<file path="src/hw/rtl/aozc_pkg.sv">
// ----------------------------------------------------------------------------
// aozc_pkg: shared types and helpers for the accelerometer zero/calibrate core
// Field widths, opcode, event and register codes, axis remap and sign tables.
// ----------------------------------------------------------------------------
package aozc_pkg;

    localparam int RAW_W      = 10;   // converter sample width
    localparam int ACC_W      = 12;   // signed axis result width
    localparam int DIFF_W     = 13;   // sample minus zero, before saturation
    localparam int VERT_W     = 14;   // signed vertical result width
    localparam int SY_W       = 12;   // signed smoothed yaw width
    localparam int ZERO_W     = 12;   // signed effective yaw zero width
    localparam int HALF_W     = 10;   // signed half span width
    localparam int ORIENT_W   = 3;
    localparam int OP_W       = 2;
    localparam int EV_W       = 3;
    localparam int CFG_IDX_W  = 1;
    localparam int CFG_DATA_W = 10;

    localparam int CAL_SAMPLES_DEF = 32;

    localparam logic [RAW_W-1:0] YAW_ZERO_RST = 10'd643;

    localparam logic [CFG_IDX_W-1:0] CFG_ORIENT   = 1'b0;
    localparam logic [CFG_IDX_W-1:0] CFG_YAW_ZERO = 1'b1;

    typedef enum logic [OP_W-1:0] {
        OP_READ     = 2'd0,
        OP_NORMAL   = 2'd1,
        OP_INVERTED = 2'd2
    } t_opcode;

    typedef enum logic [EV_W-1:0] {
        EV_NONE     = 3'd0,
        EV_NORMAL   = 3'd1,
        EV_ACCEPTED = 3'd2,
        EV_REJECTED = 3'd3,
        EV_IGNORED  = 3'd4
    } t_cal_event;

    typedef enum logic [1:0] {
        RUN_NONE     = 2'd0,
        RUN_NORMAL   = 2'd1,
        RUN_INVERTED = 2'd2
    } t_run_kind;

    localparam logic [ORIENT_W-1:0] ORIENT_NORMAL   = 3'd0;
    localparam logic [ORIENT_W-1:0] ORIENT_VERTICAL = 3'd1;
    localparam logic [ORIENT_W-1:0] ORIENT_UPSIDE   = 3'd2;
    localparam logic [ORIENT_W-1:0] ORIENT_AFT      = 3'd3;
    localparam logic [ORIENT_W-1:0] ORIENT_SIDEWAYS = 3'd4;
    localparam logic [ORIENT_W-1:0] ORIENT_PITCHUP  = 3'd5;

    typedef struct packed {
        logic [RAW_W-1:0] roll;
        logic [RAW_W-1:0] pitch;
        logic [RAW_W-1:0] yaw;
    } t_axes;

    // negate flags: set where the axis sign is minus one
    typedef struct packed {
        logic roll;
        logic pitch;
        logic yaw;
    } t_negate;

    typedef struct packed {
        logic [RAW_W-1:0]  roll;
        logic [RAW_W-1:0]  pitch;
        logic [ZERO_W-1:0] yaw;      // two's complement
        logic [RAW_W-1:0]  upright;
    } t_zeros;

    typedef struct packed {
        t_cal_event ev;
        logic       normal_done;
        logic       inverted_done;
    } t_cal_status;

    function automatic t_axes remap(input logic [ORIENT_W-1:0] orient,
                                    input logic [RAW_W-1:0] a,
                                    input logic [RAW_W-1:0] b,
                                    input logic [RAW_W-1:0] c);
        t_axes m;
        unique case (orient)
            ORIENT_VERTICAL: m = '{roll: c, pitch: a, yaw: b};
            ORIENT_SIDEWAYS: m = '{roll: b, pitch: a, yaw: c};
            ORIENT_PITCHUP:  m = '{roll: a, pitch: c, yaw: b};
            default:         m = '{roll: a, pitch: b, yaw: c};
        endcase
        return m;
    endfunction

    // unused orientation codes fall back to normal mounting
    function automatic t_negate axis_negate(input logic [ORIENT_W-1:0] orient);
        t_negate n;
        unique case (orient)
            ORIENT_VERTICAL: n = '{roll: 1'b1, pitch: 1'b0, yaw: 1'b1};
            ORIENT_UPSIDE:   n = '{roll: 1'b0, pitch: 1'b1, yaw: 1'b1};
            ORIENT_AFT:      n = '{roll: 1'b0, pitch: 1'b0, yaw: 1'b0};
            ORIENT_SIDEWAYS: n = '{roll: 1'b1, pitch: 1'b0, yaw: 1'b0};
            ORIENT_PITCHUP:  n = '{roll: 1'b1, pitch: 1'b1, yaw: 1'b1};
            default:         n = '{roll: 1'b1, pitch: 1'b1, yaw: 1'b0};
        endcase
        return n;
    endfunction

    function automatic logic signed [ACC_W-1:0] sat_acc(input logic signed [DIFF_W-1:0] v);
        logic signed [DIFF_W-1:0] hi;
        logic signed [DIFF_W-1:0] lo;
        hi = DIFF_W'(2047);
        lo = -DIFF_W'(2048);
        if (v > hi) begin
            return ACC_W'(hi);
        end else if (v < lo) begin
            return ACC_W'(lo);
        end
        return v[ACC_W-1:0];
    endfunction

endpackage

</file>
<file path="src/hw/rtl/aozc_cal.sv">
// ----------------------------------------------------------------------------
// aozc_cal: calibration state and run accumulator
// Holds the axis zeros, half span and run sums; presents post-update values.
// ----------------------------------------------------------------------------
module aozc_cal #(
    parameter int CAL_SAMPLES = aozc_pkg::CAL_SAMPLES_DEF
) (
    input  logic                          i_clk,
    input  logic                          i_rst_n,
    input  logic                          i_fire,
    input  logic [aozc_pkg::OP_W-1:0]     i_opcode,
    input  aozc_pkg::t_axes               i_mapped,
    input  logic                          i_yaw_negate,
    input  logic [aozc_pkg::RAW_W-1:0]    i_default_yaw_zero,
    output aozc_pkg::t_zeros              o_zeros,
    output aozc_pkg::t_cal_status         o_status
);

    localparam int RAW_W      = aozc_pkg::RAW_W;
    localparam int ZERO_W     = aozc_pkg::ZERO_W;
    localparam int HALF_W     = aozc_pkg::HALF_W;
    localparam int CAL_LOG    = $clog2(CAL_SAMPLES);
    localparam int CNT_W      = CAL_LOG;
    localparam int SUM_W      = RAW_W + CAL_LOG;
    // exact reciprocal: floor(x * RECIP >> MEAN_SHIFT) == floor(x / CAL_SAMPLES)
    localparam int MEAN_SHIFT = SUM_W + CAL_LOG;
    localparam int RECIP_W    = SUM_W + 1;
    localparam longint RECIP_INT =
        ((longint'(1) << MEAN_SHIFT) + longint'(CAL_SAMPLES) - 1) / longint'(CAL_SAMPLES);
    localparam logic [RECIP_W-1:0] RECIP    = RECIP_W'(RECIP_INT);
    localparam logic [SUM_W-1:0]   ROUND    = SUM_W'(CAL_SAMPLES / 2);
    localparam logic [CNT_W-1:0]   LAST_CNT = CNT_W'(CAL_SAMPLES - 1);

    function automatic logic [RAW_W-1:0] mean_of(input logic [SUM_W-1:0] s);
        logic [SUM_W-1:0]         x;
        logic [SUM_W+RECIP_W-1:0] p;
        x = s + ROUND;
        p = (SUM_W + RECIP_W)'(x) * (SUM_W + RECIP_W)'(RECIP);
        return p[MEAN_SHIFT +: RAW_W];
    endfunction

    logic [RAW_W-1:0]         r_roll_zero,  n_roll_zero;
    logic [RAW_W-1:0]         r_pitch_zero, n_pitch_zero;
    logic [RAW_W-1:0]         r_upright,    n_upright;
    logic signed [HALF_W-1:0] r_half_span,  n_half_span;
    logic [SUM_W-1:0]         r_sum_roll,   n_sum_roll;
    logic [SUM_W-1:0]         r_sum_pitch,  n_sum_pitch;
    logic [SUM_W-1:0]         r_sum_yaw,    n_sum_yaw;
    logic [CNT_W-1:0]         r_count,      n_count;
    aozc_pkg::t_run_kind      r_run_kind,   n_run_kind;
    logic                     r_normal_done,   n_normal_done;
    logic                     r_inverted_done, n_inverted_done;

    aozc_pkg::t_run_kind      target_kind;
    logic                     same_run;
    logic [SUM_W-1:0]         base_roll, base_pitch, base_yaw;
    logic [SUM_W-1:0]         add_roll, add_pitch, add_yaw;
    logic [CNT_W-1:0]         base_count;
    logic                     run_last;
    logic [RAW_W-1:0]         mean_roll, mean_pitch, mean_yaw;
    logic signed [ZERO_W-1:0] cur_yaw_zero;
    logic signed [ZERO_W-1:0] inv_mean_s;
    logic signed [RAW_W:0]    span_diff;
    logic                     inv_ok;
    aozc_pkg::t_cal_event     ev;

    // a calibration item of another kind starts over from empty sums
    assign target_kind = (i_opcode == aozc_pkg::OP_INVERTED) ? aozc_pkg::RUN_INVERTED
                                                              : aozc_pkg::RUN_NORMAL;
    assign same_run   = (r_run_kind == target_kind);
    assign base_roll  = same_run ? r_sum_roll  : '0;
    assign base_pitch = same_run ? r_sum_pitch : '0;
    assign base_yaw   = same_run ? r_sum_yaw   : '0;
    assign base_count = same_run ? r_count     : '0;
    assign add_roll   = base_roll  + SUM_W'(i_mapped.roll);
    assign add_pitch  = base_pitch + SUM_W'(i_mapped.pitch);
    assign add_yaw    = base_yaw   + SUM_W'(i_mapped.yaw);
    assign run_last   = (base_count == LAST_CNT);

    assign mean_roll  = mean_of(add_roll);
    assign mean_pitch = mean_of(add_pitch);
    assign mean_yaw   = mean_of(add_yaw);

    assign cur_yaw_zero = r_inverted_done
        ? (ZERO_W'(r_upright) - ZERO_W'(r_half_span))
        : ZERO_W'(i_default_yaw_zero);
    assign inv_mean_s = $signed(ZERO_W'(mean_yaw));
    assign inv_ok     = i_yaw_negate ? (inv_mean_s > cur_yaw_zero)
                                     : (inv_mean_s < cur_yaw_zero);
    assign span_diff  = $signed({1'b0, r_upright}) - $signed({1'b0, mean_yaw});

    always_comb begin
        n_roll_zero     = r_roll_zero;
        n_pitch_zero    = r_pitch_zero;
        n_upright       = r_upright;
        n_half_span     = r_half_span;
        n_sum_roll      = r_sum_roll;
        n_sum_pitch     = r_sum_pitch;
        n_sum_yaw       = r_sum_yaw;
        n_count         = r_count;
        n_run_kind      = r_run_kind;
        n_normal_done   = r_normal_done;
        n_inverted_done = r_inverted_done;
        ev              = aozc_pkg::EV_NONE;
        unique case (i_opcode)
            aozc_pkg::OP_NORMAL: begin
                n_run_kind  = aozc_pkg::RUN_NORMAL;
                n_sum_roll  = add_roll;
                n_sum_pitch = add_pitch;
                n_sum_yaw   = add_yaw;
                n_count     = base_count + 1'b1;
                if (run_last) begin
                    n_roll_zero   = mean_roll;
                    n_pitch_zero  = mean_pitch;
                    n_upright     = mean_yaw;
                    n_normal_done = 1'b1;
                    ev            = aozc_pkg::EV_NORMAL;
                    n_run_kind    = aozc_pkg::RUN_NONE;
                    n_sum_roll    = '0;
                    n_sum_pitch   = '0;
                    n_sum_yaw     = '0;
                    n_count       = '0;
                end
            end
            aozc_pkg::OP_INVERTED: begin
                if (!r_normal_done) begin
                    ev          = aozc_pkg::EV_IGNORED;
                    n_run_kind  = aozc_pkg::RUN_NONE;
                    n_sum_roll  = '0;
                    n_sum_pitch = '0;
                    n_sum_yaw   = '0;
                    n_count     = '0;
                end else begin
                    n_run_kind  = aozc_pkg::RUN_INVERTED;
                    n_sum_roll  = base_roll;
                    n_sum_pitch = base_pitch;
                    n_sum_yaw   = add_yaw;
                    n_count     = base_count + 1'b1;
                    if (run_last) begin
                        if (inv_ok) begin
                            // floor of half the span
                            n_half_span     = span_diff[RAW_W:1];
                            n_inverted_done = 1'b1;
                            ev              = aozc_pkg::EV_ACCEPTED;
                        end else begin
                            ev = aozc_pkg::EV_REJECTED;
                        end
                        n_run_kind  = aozc_pkg::RUN_NONE;
                        n_sum_roll  = '0;
                        n_sum_pitch = '0;
                        n_sum_yaw   = '0;
                        n_count     = '0;
                    end
                end
            end
            default: begin
            end
        endcase
    end

    always_ff @(posedge i_clk) begin
        if (!i_rst_n) begin
            r_roll_zero     <= '0;
            r_pitch_zero    <= '0;
            r_upright       <= '0;
            r_half_span     <= '0;
            r_sum_roll      <= '0;
            r_sum_pitch     <= '0;
            r_sum_yaw       <= '0;
            r_count         <= '0;
            r_run_kind      <= aozc_pkg::RUN_NONE;
            r_normal_done   <= 1'b0;
            r_inverted_done <= 1'b0;
        end else if (i_fire) begin
            r_roll_zero     <= n_roll_zero;
            r_pitch_zero    <= n_pitch_zero;
            r_upright       <= n_upright;
            r_half_span     <= n_half_span;
            r_sum_roll      <= n_sum_roll;
            r_sum_pitch     <= n_sum_pitch;
            r_sum_yaw       <= n_sum_yaw;
            r_count         <= n_count;
            r_run_kind      <= n_run_kind;
            r_normal_done   <= n_normal_done;
            r_inverted_done <= n_inverted_done;
        end
    end

    // results see the zeros as left by this item
    assign o_zeros.roll    = n_roll_zero;
    assign o_zeros.pitch   = n_pitch_zero;
    assign o_zeros.upright = n_upright;
    assign o_zeros.yaw     = n_inverted_done
        ? (ZERO_W'(n_upright) - ZERO_W'(n_half_span))
        : ZERO_W'(i_default_yaw_zero);

    assign o_status.ev            = ev;
    assign o_status.normal_done   = n_normal_done;
    assign o_status.inverted_done = n_inverted_done;

    a_inv_needs_normal: assert property (@(posedge i_clk) disable iff (!i_rst_n)
        r_inverted_done |-> r_normal_done)
        else $error("inverted calibration flagged without normal calibration");

    a_count_in_run: assert property (@(posedge i_clk) disable iff (!i_rst_n)
        (r_count != '0) |-> (r_run_kind != aozc_pkg::RUN_NONE))
        else $error("sample count held with no active run");

    a_accept_sets_flag: assert property (@(posedge i_clk) disable iff (!i_rst_n)
        (i_fire && (o_status.ev == aozc_pkg::EV_ACCEPTED)) |=> r_inverted_done)
        else $error("accepted inverted run did not set its flag");

    a_inv_run_yaw_only: assert property (@(posedge i_clk) disable iff (!i_rst_n)
        (r_run_kind == aozc_pkg::RUN_INVERTED) |-> (r_sum_roll == '0 && r_sum_pitch == '0))
        else $error("inverted run accumulated roll or pitch");

    a_read_keeps_run: assert property (@(posedge i_clk) disable iff (!i_rst_n)
        (i_fire && (i_opcode == aozc_pkg::OP_READ)) |=> ($stable(r_count) && $stable(r_run_kind)))
        else $error("read item disturbed the calibration run");

endmodule

</file>
<file path="src/hw/rtl/aozc_xform.sv">
// ----------------------------------------------------------------------------
// aozc_xform: zero removal, sign and vertical value
// Turns remapped axes and current zeros into the signed result fields.
// ----------------------------------------------------------------------------
module aozc_xform (
    input  aozc_pkg::t_axes                   i_mapped,
    input  aozc_pkg::t_negate                 i_negate,
    input  aozc_pkg::t_zeros                  i_zeros,
    input  logic signed [aozc_pkg::SY_W-1:0]  i_smooth_yaw,
    output logic signed [aozc_pkg::ACC_W-1:0] o_roll_acc,
    output logic signed [aozc_pkg::ACC_W-1:0] o_pitch_acc,
    output logic signed [aozc_pkg::ACC_W-1:0] o_yaw_acc,
    output logic signed [aozc_pkg::VERT_W-1:0] o_vert_acc
);

    localparam int DIFF_W = aozc_pkg::DIFF_W;
    localparam int VERT_W = aozc_pkg::VERT_W;

    logic signed [DIFF_W-1:0] roll_diff, pitch_diff, yaw_diff;
    logic signed [DIFF_W-1:0] roll_sgn, pitch_sgn, yaw_sgn;

    assign roll_diff  = $signed(DIFF_W'(i_mapped.roll))  - $signed(DIFF_W'(i_zeros.roll));
    assign pitch_diff = $signed(DIFF_W'(i_mapped.pitch)) - $signed(DIFF_W'(i_zeros.pitch));
    assign yaw_diff   = $signed(DIFF_W'(i_mapped.yaw))
                      - $signed({i_zeros.yaw[aozc_pkg::ZERO_W-1], i_zeros.yaw});

    assign roll_sgn  = i_negate.roll  ? -roll_diff  : roll_diff;
    assign pitch_sgn = i_negate.pitch ? -pitch_diff : pitch_diff;
    assign yaw_sgn   = i_negate.yaw   ? -yaw_diff   : yaw_diff;

    assign o_roll_acc  = aozc_pkg::sat_acc(roll_sgn);
    assign o_pitch_acc = aozc_pkg::sat_acc(pitch_sgn);
    assign o_yaw_acc   = aozc_pkg::sat_acc(yaw_sgn);

    assign o_vert_acc = VERT_W'(i_smooth_yaw)
                      - VERT_W'($signed(i_zeros.yaw))
                      + $signed(VERT_W'(i_zeros.upright));

endmodule

</file>
<file path="src/hw/rtl/accel_orient_zero_calibrate_core.sv">
// ----------------------------------------------------------------------------
// accel_orient_zero_calibrate_core: accelerometer remap, zeroing, calibration
// Top level: input register, calibration state, result register, config regs.
// ----------------------------------------------------------------------------
// Usage
//   Input channel (i_in_valid / o_in_stall): one item per accepted edge, made
//   of an opcode, three raw converter samples and a smoothed vertical value.
//   Opcode read gives results only; normal and inverted opcodes also feed
//   the calibration run of CAL_SAMPLES items, whose last item reports the
//   event on the same result; inverted before normal reports ignored.
//   Output channel (o_out_valid / i_out_stall): one result per item, in order.
//   Config channel (i_cfg_valid / o_cfg_ready): always ready; index 0 writes
//   the mounting orientation, index 1 the default yaw zero. Write only while
//   no item is in flight.
// Timing
//   An accepted item goes into the input register, then through remap,
//   calibration update and zeroing into the result register. Throughput
//   is one item per cycle while the output is not stalled; the calibration
//   state updates in the same cycle as the result register loads.
// Reset and stall
//   Reset empties both registers, clears all zeros and run state, and sets
//   orientation to normal and the default yaw zero to 643. While the receiver
//   stalls a held result, the input register still fills once, then stall
//   reaches the input side; nothing is dropped.
// ----------------------------------------------------------------------------
module accel_orient_zero_calibrate_core #(
    parameter int CAL_SAMPLES = aozc_pkg::CAL_SAMPLES_DEF
) (
    input  logic                                    i_clk,
    input  logic                                    i_rst_n,
    // input channel
    input  logic                                    i_in_valid,
    output logic                                    o_in_stall,
    input  logic [aozc_pkg::OP_W-1:0]               i_opcode,
    input  logic [aozc_pkg::RAW_W-1:0]              i_raw_chan_a,
    input  logic [aozc_pkg::RAW_W-1:0]              i_raw_chan_b,
    input  logic [aozc_pkg::RAW_W-1:0]              i_raw_chan_c,
    input  logic signed [aozc_pkg::SY_W-1:0]        i_smooth_yaw,
    // output channel
    output logic                                    o_out_valid,
    input  logic                                    i_out_stall,
    output logic signed [aozc_pkg::ACC_W-1:0]       o_roll_acc,
    output logic signed [aozc_pkg::ACC_W-1:0]       o_pitch_acc,
    output logic signed [aozc_pkg::ACC_W-1:0]       o_yaw_acc,
    output logic signed [aozc_pkg::VERT_W-1:0]      o_vert_acc,
    output logic [aozc_pkg::EV_W-1:0]               o_cal_event,
    output logic                                    o_normal_cal_valid,
    output logic                                    o_inverted_cal_valid,
    // configuration channel
    input  logic                                    i_cfg_valid,
    output logic                                    o_cfg_ready,
    input  logic [aozc_pkg::CFG_IDX_W-1:0]          i_cfg_index,
    input  logic [aozc_pkg::CFG_DATA_W-1:0]         i_cfg_data
);

    localparam int RAW_W    = aozc_pkg::RAW_W;
    localparam int ORIENT_W = aozc_pkg::ORIENT_W;

    // configuration registers
    logic [ORIENT_W-1:0]                  r_orientation;
    logic [RAW_W-1:0]                     r_default_yaw_zero;

    // input register
    logic                                 r_in_valid;
    logic [aozc_pkg::OP_W-1:0]            r_opcode;
    logic [RAW_W-1:0]                     r_raw_a, r_raw_b, r_raw_c;
    logic signed [aozc_pkg::SY_W-1:0]     r_smooth_yaw;

    // result register
    logic                                 r_out_valid;
    logic signed [aozc_pkg::ACC_W-1:0]    r_roll_acc, r_pitch_acc, r_yaw_acc;
    logic signed [aozc_pkg::VERT_W-1:0]   r_vert_acc;
    logic [aozc_pkg::EV_W-1:0]            r_cal_event;
    logic                                 r_normal_done, r_inverted_done;

    logic                                 advance;
    logic                                 fire;
    aozc_pkg::t_axes                      mapped;
    aozc_pkg::t_negate                    negate;
    aozc_pkg::t_zeros                     zeros;
    aozc_pkg::t_cal_status                status;
    logic signed [aozc_pkg::ACC_W-1:0]    roll_acc, pitch_acc, yaw_acc;
    logic signed [aozc_pkg::VERT_W-1:0]   vert_acc;

    // result register moves when empty or drained this cycle
    assign advance    = !r_out_valid || !i_out_stall;
    assign fire       = r_in_valid && advance;
    assign o_in_stall = r_in_valid && !advance;
    assign o_cfg_ready = 1'b1;

    // config writes: the user must write only while idle, so no ordering against items; the block does not enforce it
    always_ff @(posedge i_clk) begin
        if (!i_rst_n) begin
            r_orientation      <= aozc_pkg::ORIENT_NORMAL;
            r_default_yaw_zero <= aozc_pkg::YAW_ZERO_RST;
        end else if (i_cfg_valid) begin
            unique case (i_cfg_index)
                aozc_pkg::CFG_ORIENT:   r_orientation      <= i_cfg_data[ORIENT_W-1:0];
                aozc_pkg::CFG_YAW_ZERO: r_default_yaw_zero <= i_cfg_data[RAW_W-1:0];
                default: begin
                end
            endcase
        end
    end

    // input register: hold while stalled, load otherwise
    always_ff @(posedge i_clk) begin
        if (!i_rst_n) begin
            r_in_valid <= 1'b0;
        end else if (!o_in_stall) begin
            r_in_valid <= i_in_valid;
        end
    end

    always_ff @(posedge i_clk) begin
        if (i_in_valid && !o_in_stall) begin
            r_opcode     <= i_opcode;
            r_raw_a      <= i_raw_chan_a;
            r_raw_b      <= i_raw_chan_b;
            r_raw_c      <= i_raw_chan_c;
            r_smooth_yaw <= i_smooth_yaw;
        end
    end

    // remap sensor axes into roll, pitch, yaw order for this mounting
    assign mapped = aozc_pkg::remap(r_orientation, r_raw_a, r_raw_b, r_raw_c);
    assign negate = aozc_pkg::axis_negate(r_orientation);

    aozc_cal #(
        .CAL_SAMPLES (CAL_SAMPLES)
    ) u_cal (
        .i_clk              (i_clk),
        .i_rst_n            (i_rst_n),
        .i_fire             (fire),
        .i_opcode           (r_opcode),
        .i_mapped           (mapped),
        .i_yaw_negate       (negate.yaw),
        .i_default_yaw_zero (r_default_yaw_zero),
        .o_zeros            (zeros),
        .o_status           (status)
    );

    aozc_xform u_xform (
        .i_mapped     (mapped),
        .i_negate     (negate),
        .i_zeros      (zeros),
        .i_smooth_yaw (r_smooth_yaw),
        .o_roll_acc   (roll_acc),
        .o_pitch_acc  (pitch_acc),
        .o_yaw_acc    (yaw_acc),
        .o_vert_acc   (vert_acc)
    );

    // result register: advance when empty or when the receiver takes the held item
    always_ff @(posedge i_clk) begin
        if (!i_rst_n) begin
            r_out_valid <= 1'b0;
        end else if (advance) begin
            r_out_valid <= r_in_valid;
        end
    end

    always_ff @(posedge i_clk) begin
        if (fire) begin
            r_roll_acc      <= roll_acc;
            r_pitch_acc     <= pitch_acc;
            r_yaw_acc       <= yaw_acc;
            r_vert_acc      <= vert_acc;
            r_cal_event     <= status.ev;
            r_normal_done   <= status.normal_done;
            r_inverted_done <= status.inverted_done;
        end
    end

    assign o_out_valid          = r_out_valid;
    assign o_roll_acc           = r_roll_acc;
    assign o_pitch_acc          = r_pitch_acc;
    assign o_yaw_acc            = r_yaw_acc;
    assign o_vert_acc           = r_vert_acc;
    assign o_cal_event          = r_cal_event;
    assign o_normal_cal_valid   = r_normal_done;
    assign o_inverted_cal_valid = r_inverted_done;

endmodule
</file>
<file path="config.mk">
export PLATFORM = sky130hd
export DESIGN_NAME = accel_orient_zero_calibrate_core
export DESIGN_NICKNAME = d
export VERILOG_FILES = /design/src/hw/rtl/aozc_pkg.sv /design/src/hw/rtl/aozc_cal.sv /design/src/hw/rtl/aozc_xform.sv /design/src/hw/rtl/accel_orient_zero_calibrate_core.sv
export SDC_FILE = /design/constraint.sdc
export NUM_CORES = 1
export LEC_CHECK = 0
export ABC_AREA = 1
export ABC_CLOCK_PERIOD_IN_PS = 11970
export BUFFER_PORTS_ARGS = -buffer_cell sky130_fd_sc_hd__buf_2
export CELL_PAD_IN_SITES_DETAIL_PLACEMENT = 1
export CELL_PAD_IN_SITES_GLOBAL_PLACEMENT = 1
export CORE_AREA = 4 4 284 202
export DETAILED_ROUTE_END_ITERATION = 12
export DIE_AREA = 0 0 288 206
export GPL_TIMING_DRIVEN = 0
export MAX_ROUTING_LAYER = met4
export PLACE_DENSITY_LB_ADDON = 0.1
export SETUP_SLACK_MARGIN = 0.05
export SYNTH_ARGS = -nofsm -noshare
export SYNTH_HDL_FRONTEND = slang
export SYNTH_SLANG_ARGS = --single-unit
</file>
<file path="constraint.sdc">
create_clock -name i_clk -period 11.97 [get_ports i_clk]
set_input_delay 1.197 -clock i_clk [delete_from_list [all_inputs] [get_ports i_clk]]
set_output_delay 1.197 -clock i_clk [all_outputs]
set_load 0.005 [all_outputs]
</file>
==> impl_metrics.csv, run 1 <==
group,metric,value,unit
outcome,run_status,"finished clean",
power_and_ir_drop,p_total,2.35,mW
critical_path,r2r_cells,63,
place,detailed_place.area,0.0178,mm^2
place,dp_cells,3143,
global_routing,gr-usage-all-layers,21.6,%
clock_network,tritoncts_clock_tree,"done",
critical_path,crit_family,"simple AND/OR/NAND/NOR gates",
place,placement.io_buffers,116,
final_layout,design_area,0.0187,mm^2
floorplan,top_level_ports,118,
clock_network,cts-root-to-sink-buffers,3,
clock_network,post_cts.repair.setup_buffers,0,
critical_path,top_cell_by_count_worst_path,"sky130_fd_sc_hd__inv_1",
global_routing,grt_max_degree,41,
floorplan,placementRows,72,
critical_path,timing.critical_path.slowest_cell_delay,0.44,ns
power_and_ir_drop,p_per_area,126,mW/mm^2
floorplan,start_util,29.7,%
final_layout,drive_above_1_share,12.8,%
clock_network,clk_latency,0.59,ns
critical_path,r2r-start,"r_orientation[1]",
synth,number_of_instances_in_the_synthesized_netlist,2285,
global_routing,wire_length_of_the_first_global_routing_pass,95300,um
route,drt_pre_antenna_iters,5,
synth,synthMostInstantiatedCell,"sky130_fd_sc_hd__nand2_1",
clock_network,numCtsBuffers,27,
synth,ys_types,58,
synth,synth.cells.most_frequent,"sky130_fd_sc_hd__nand2_1, sky130_fd_sc_hd__inv_1, sky130_fd_sc_hd__a21oi_1",
floorplan,design.core.area,0.0548,mm^2
route,drcViolationCount,0,
final_layout,design.final.nets,2616,
timing,finalMaxSlewViolations,0,
synth,yosys_warnings,0,
timing,hold-worst-slack,0.465,ns
critical_path,worst_ep_arrival_time,11.16,ns
timing,rsz0062_at_grt,"no",
critical_path,slowest_stage,"sky130_fd_sc_hd__a32oi_1",
synth,syn_avg_cell_area,7.12,um^2
timing,final.min_clock_period,10.83,ns
route,avgRoutedWirePerCell,19.7,um
critical_path,timing.critical_path.from,"r_orientation[1]",
clock_network,htree_levels,1,
critical_path,worstSetupEndpoint,"o_vert_acc[12]",
floorplan,die-area,0.0593,mm^2
timing,achievable-frequency,0.0924,GHz
route,antenna_violating_nets_post_route,0,
final_layout,post_layout_nonfiller_instances,3189,
power_and_ir_drop,cellLeakagePower,8.62,nW
timing,final.period_utilization,90.5,%
synth,yosys_register_bits,208,
route,drtIter0Drc,1100,
critical_path,critical_path_required,12.30,ns
place,post-dp-hpwl,51900,um
synth,netlist.top_cell.by_area,"sky130_fd_sc_hd__edfxtp_1",
synth,synthArstFlopShare,0,%
synth,ys_dominant_reg_cell,"sky130_fd_sc_hd__dfxtp_1",
critical_path,crit_path_start_kind,"flop",
place,gpl.final_weighted_congestion,0.863,
route,route.detailed.vias_per_inst,4.87,
synth,synth_fp_nets,2472,
timing,worst_pin_slew,1.26,ns
critical_path,endpoint_of_the_worst_slack_reg_to_reg_timing_path,"o_vert_acc[12]",
timing,maxSlewHeadroom,16.0,%
synth,syn_area,0.0163,mm^2
run,drv.max_cap_violation_count,0,
global_routing,grt.overflow.total,0,
synth,synth.top_cells.by_area,"sky130_fd_sc_hd__edfxtp_1, sky130_fd_sc_hd__dfxtp_1, sky130_fd_sc_hd__nand2_1, sky130_fd_sc_hd__ha_1, sky130_fd_sc_hd__inv_1",
clock_network,cts-root-buf,"sky130_fd_sc_hd__clkbuf_16",
global_routing,grt_pass1_vias,15500,
route,dr_total_vias,15500,
critical_path,critical_path.endpoint_type,"flop",
synth,synthDominantCellAreaShare,18.3,%
route,detail_route.wirelength,62900,um
critical_path,regToRegSetupSlack,1.14,ns
power_and_ir_drop,vdd_ir_drop_max,105,uV
clock_network,tritoncts_sink_count,208,
critical_path,crit_cells,63,
final_layout,n_antenna_cell,0,
global_routing,initial_antenna_violation_count,3,
timing,final_skew,0.0312,ns
min_path,hold_class,"flop to flop",
clock_network,cts.reportedPaths.clkPinSlew,0.06,ns
synth,edff_count_synth,99,
final_layout,filler_cell_count,6892,
floorplan,fp.dieW,288,um
timing,final_setup_violation_count,0,
timing,final_hold_viol_count,0,
final_layout,layout-area-overhead-vs-synth,15.2,%
critical_path,timing.setup.critical_path_class,"flop to flop",
synth,synth-seq-area-share,31.7,%
critical_path,worst-path-buf-inv,15,
critical_path,critical_path.max_fanout,12,
floorplan,die_height,206,um
[layer usage]
layer	track usage (%)	vias to the layer above	share of wire [%]
met3	3.59	62	5.4
met2	28.1	286	37
met4	4.07	0	2.0
met1	34.4	7450	56
met5	-	-	0
li1	-	7748	-
[worst min-delay path by stage]
stage | slack [ns] | start | to | depth (start not counted)
finish | 0.46 | u_cal.r_sum_yaw[5] | u_cal.r_sum_yaw[5] | 2
global route | 0.49 | u_cal.r_sum_pitch[6] | u_cal.r_sum_pitch[6] | 2
CTS | 0.47 | u_cal.r_sum_yaw[5] | u_cal.r_sum_yaw[5] | 2
detailed placement | 0.46 | u_cal.r_sum_yaw[5] | u_cal.r_sum_yaw[5] | 2
global placement | 0.45 | u_cal.r_sum_pitch[0] | u_cal.r_sum_pitch[0] | 2
floorplan | 0.44 | u_cal.r_sum_pitch[0] | u_cal.r_sum_pitch[0] | 2
[where the power goes]
group / internal, mW / switching [mW]
registers: 0.809 / 0.0213
clock network: 0.501 / 0.348
logic: 0.220 / 0.455
[sequential cells by signal, summed over array words and instances, names as in the netlist, 2 cells and up]
| register | count |
|---|---|
| u_cal.r_sum_pitch | 15 |
| u_cal.r_sum_roll | 15 |
| u_cal.r_sum_yaw | 15 |
| o_vert_acc | 14 |
| o_pitch_acc | 12 |
| o_roll_acc | 12 |
| o_yaw_acc | 12 |
| r_smooth_yaw | 12 |
| r_default_yaw_zero | 10 |
| r_raw_a | 10 |
| r_raw_b | 10 |
| r_raw_c | 10 |
| u_cal.r_half_span | 10 |
| u_cal.r_pitch_zero | 10 |
| u_cal.r_roll_zero | 10 |
| u_cal.r_upright | 10 |
| u_cal.r_count | 5 |
| o_cal_event | 3 |
| r_orientation | 3 |
| r_opcode | 2 |
| u_cal.r_run_kind | 2 |
[per-stage QoR]
| step | setup slack, ns | setup TNS (ns) | util, % |
|---|---|---|---|
| floorplan | 3.13 | 0 | - |
| global placement | -0.284 | -0.530 | 32.4 |
| detailed placement | -0.463 | -1.29 | 32.5 |
| CTS | 0.419 | 0 | 34.2 |
| global route | 0.0469 | 0 | 34.2 |
| finish | 1.14 | 0 | 34.2 |
[placed cells by master, fill, tap and decap left out, types with 45 or more instances in the layout]
cell	synthesis	layout
sky130_fd_sc_hd__clkbuf_1	41	45
sky130_fd_sc_hd__o21ai_0	137	135
sky130_fd_sc_hd__dfxtp_1	109	109
sky130_fd_sc_hd__nand3_1	129	129
sky130_fd_sc_hd__nor2_1	175	175
sky130_fd_sc_hd__xor2_1	80	79
sky130_fd_sc_hd__inv_1	346	344
sky130_fd_sc_hd__nand2_1	527	527
sky130_fd_sc_hd__nand2_2	54	54
sky130_fd_sc_hd__edfxtp_1	99	99
sky130_fd_sc_hd__ha_1	119	119
sky130_fd_sc_hd__buf_2	4	119
sky130_fd_sc_hd__a21oi_1	178	178
[logic make-up after synthesis]
group / share of synthesized area, %
xor+xnor: 5.92
flops: 31.7
compound gates: 13.8
fa+ha+maj: 10.1
mux: 0.0616
other cells: 0.0231
buf+inv: 9.98
simple gates: 28.4
[final cells by class]
type	count	area [um^2]	area share, %
clock inverter	8	93.8	0.501
clock buffer	41	800	4.27
buffer	51	248	1.32
timing repair buffer	118	628	3.35
tap	740	926	4.94
sequential	208	5150	27.5
inverter	365	1370	7.33
multi-input combinational	1658	9510	50.8
[repair_timing]
| item | CTS | global route |
|---|---|---|
| hold buffers | 0 | 0 |
| setup endpoints to repair | 6 | 16 |
| gates resized for setup | 2 | 6 |
[tightest hold or removal path: stages, from the launching register on]
cell and delay, ns:
sky130_fd_sc_hd__dfxtp_1 0.31, sky130_fd_sc_hd__nand2_1 0.06, sky130_fd_sc_hd__a21oi_1 0.05
Power figures use the tool's default switching activity.
==> run 2, diff against run 1 <==
- GPL_TIMING_DRIVEN: 0 -> default
==> impl_metrics.csv, run 2 (synthesis gave the netlist of run 1 again) <==
group,metric,value,unit
final_layout,layout_common_cells,"sky130_fd_sc_hd__nand2_1, sky130_fd_sc_hd__inv_1, sky130_fd_sc_hd__a21oi_1",
clock_network,post_cts.repair.setup_buffers,0,
global_routing,grt.overflow.total,0,
place,placement.io_buffers,116,
route,route.detailed.vias_per_inst,4.90,
clock_network,cts-root-to-sink-buffers,3,
outcome,run_status,"finished clean",
critical_path,critical_path.max_fanout,23,
timing,final_hold_viol_count,0,
clock_network,cts-root-buf,"sky130_fd_sc_hd__clkbuf_16",
clock_network,cts.hold.buffers_added,0,
floorplan,design.core.area,0.0548,mm^2
place,gpl.final_weighted_congestion,0.876,
power_and_ir_drop,p_per_area,129,mW/mm^2
floorplan,placementRows,72,
global_routing,gr-usage-all-layers,21.0,%
power_and_ir_drop,cellLeakagePower,8.62,nW
final_layout,largestRegisters,"u_cal.r_sum_pitch (15), u_cal.r_sum_roll (15), u_cal.r_sum_yaw (15)",
run,drv.max_cap_violation_count,0,
timing,final.min_clock_period,10.64,ns
critical_path,crit_path_start_kind,"flop",
min_path,hold_class,"flop to flop",
critical_path,worst_ep_arrival_time,10.95,ns
final_layout,design.final.nets,2582,
timing,final_skew,0.0212,ns
critical_path,timing.critical_path.from,"r_opcode[0]",
critical_path,endpoint_of_the_worst_slack_reg_to_reg_timing_path,"o_vert_acc[12]",
timing,worst_pin_slew,1.27,ns
global_routing,initial_antenna_violation_count,1,
critical_path,r2r-start,"r_opcode[0]",
clock_network,htree_levels,1,
floorplan,top_level_ports,118,
final_layout,filler_cell_count,6860,
place,detailed_place.area,0.0177,mm^2
floorplan,fp.dieW,288,um
clock_network,cts.reportedPaths.clkPinSlew,0.06,ns
critical_path,critical_path_required,12.29,ns
final_layout,post_layout_nonfiller_instances,3158,
route,avgRoutedWirePerCell,19.4,um
global_routing,grt_max_degree,70,
timing,rsz0062_at_grt,"no",
critical_path,slowest_stage,"sky130_fd_sc_hd__nand2_1",
final_layout,layout-area-overhead-vs-synth,14.7,%
timing,maxSlewHeadroom,14.9,%
timing,final_critical_path_setup_slack,1.33,ns
power_and_ir_drop,vdd_ir_drop_max,84.5,uV
global_routing,wire_length_of_the_first_global_routing_pass,93000,um
place,dp_cells,3105,
clock_network,numCtsBuffers,28,
final_layout,design_area,0.0187,mm^2
floorplan,die-area,0.0593,mm^2
critical_path,regToRegSetupSlack,1.33,ns
critical_path,critical_path.endpoint_type,"flop",
timing,finalMaxSlewViolations,0,
place,place_ws,1.38,ns
critical_path,timing.setup.critical_path_class,"flop to flop",
timing,achievable-frequency,0.0940,GHz
critical_path,timing.critical_path.slowest_cell_delay,0.64,ns
final_layout,final_util,34.1,%
route,drcViolationCount,0,
clock_network,tritoncts_clock_tree,"done",
power_and_ir_drop,p_total,2.41,mW
final_layout,layout.cells.most_common,"sky130_fd_sc_hd__nand2_1",
route,detail_route.wirelength,61400,um
critical_path,r2r_cells,57,
min_path,min_from,"u_cal.r_count[1]",
final_layout,drive_above_1_share,13.2,%
route,drtIter0Drc,867,
timing,final.period_utilization,88.8,%
route,antenna_violating_nets_post_route,0,
floorplan,start_util,29.7,%
timing,fin_tns_setup,0,ns
route,drt_pre_antenna_iters,5,
place,post-dp-hpwl,49100,um
clock_network,clk_latency,0.57,ns
timing,hold-worst-slack,0.464,ns
route,dr_total_vias,15500,
clock_network,post_cts_resized,0,
clock_network,tritoncts_sink_count,208,
timing,final_setup_violation_count,0,
min_path,timing.hold.worst_path_depth,2,
critical_path,worstSetupEndpoint,"o_vert_acc[12]",
floorplan,die_height,206,um
global_routing,grt_pass1_vias,15300,
==> run 2: critical path: cells and delay by family, from the launching register on <==
kind	cells	cell delay, ns
and+or+nand+nor	25	3.62
adders and majority gates	8	2.27
AOI/OAI and AO/OA	10	1.94
buffers and inverters	10	1.09
xor gates and xnor gates	4	1.07
DFF	1	0.39
==> run 2: final cells by class <==
cell class,instances,area [um^2],area share [%]
Antenna cell,1,2.50,0.0134
Clock buffer,36,772,4.14
Clock inverter,16,213,1.14
Inverter,365,1370,7.35
Multi-Input combinational cell,1658,9500,50.9
Sequential cell,208,5150,27.6
Tap cell,740,926,4.96
Timing Repair Buffer,134,716,3.84
==> run 2: worst min path at each step <==
stage          slack, ns              endpoint
6_report            0.46      u_cal.r_count[1]
3_3_place_gp        0.45   u_cal.r_sum_roll[0]
4_1_cts             0.47    u_cal.r_sum_yaw[6]
2_1_floorplan       0.44  u_cal.r_sum_pitch[0]
5_1_grt             0.49  u_cal.r_half_span[7]
3_5_place_dp        0.46    u_cal.r_sum_yaw[6]
==> run 2: where the power goes <==
part	switching (mW)	leakage, nW	internal (mW)
combinational	0.447	6.31	0.214
sequential	0.0222	1.83	0.809
clock	0.351	0.475	0.561
total	0.821	8.62	1.58
==> run 2: metal layers <==
layer | GRT usage [%] | routed length, um
met1 | 33.4 | 34400
met2 | 27.7 | 22900
met3 | 3.20 | 3150
met4 | 3.17 | 966
met5 | - | 0
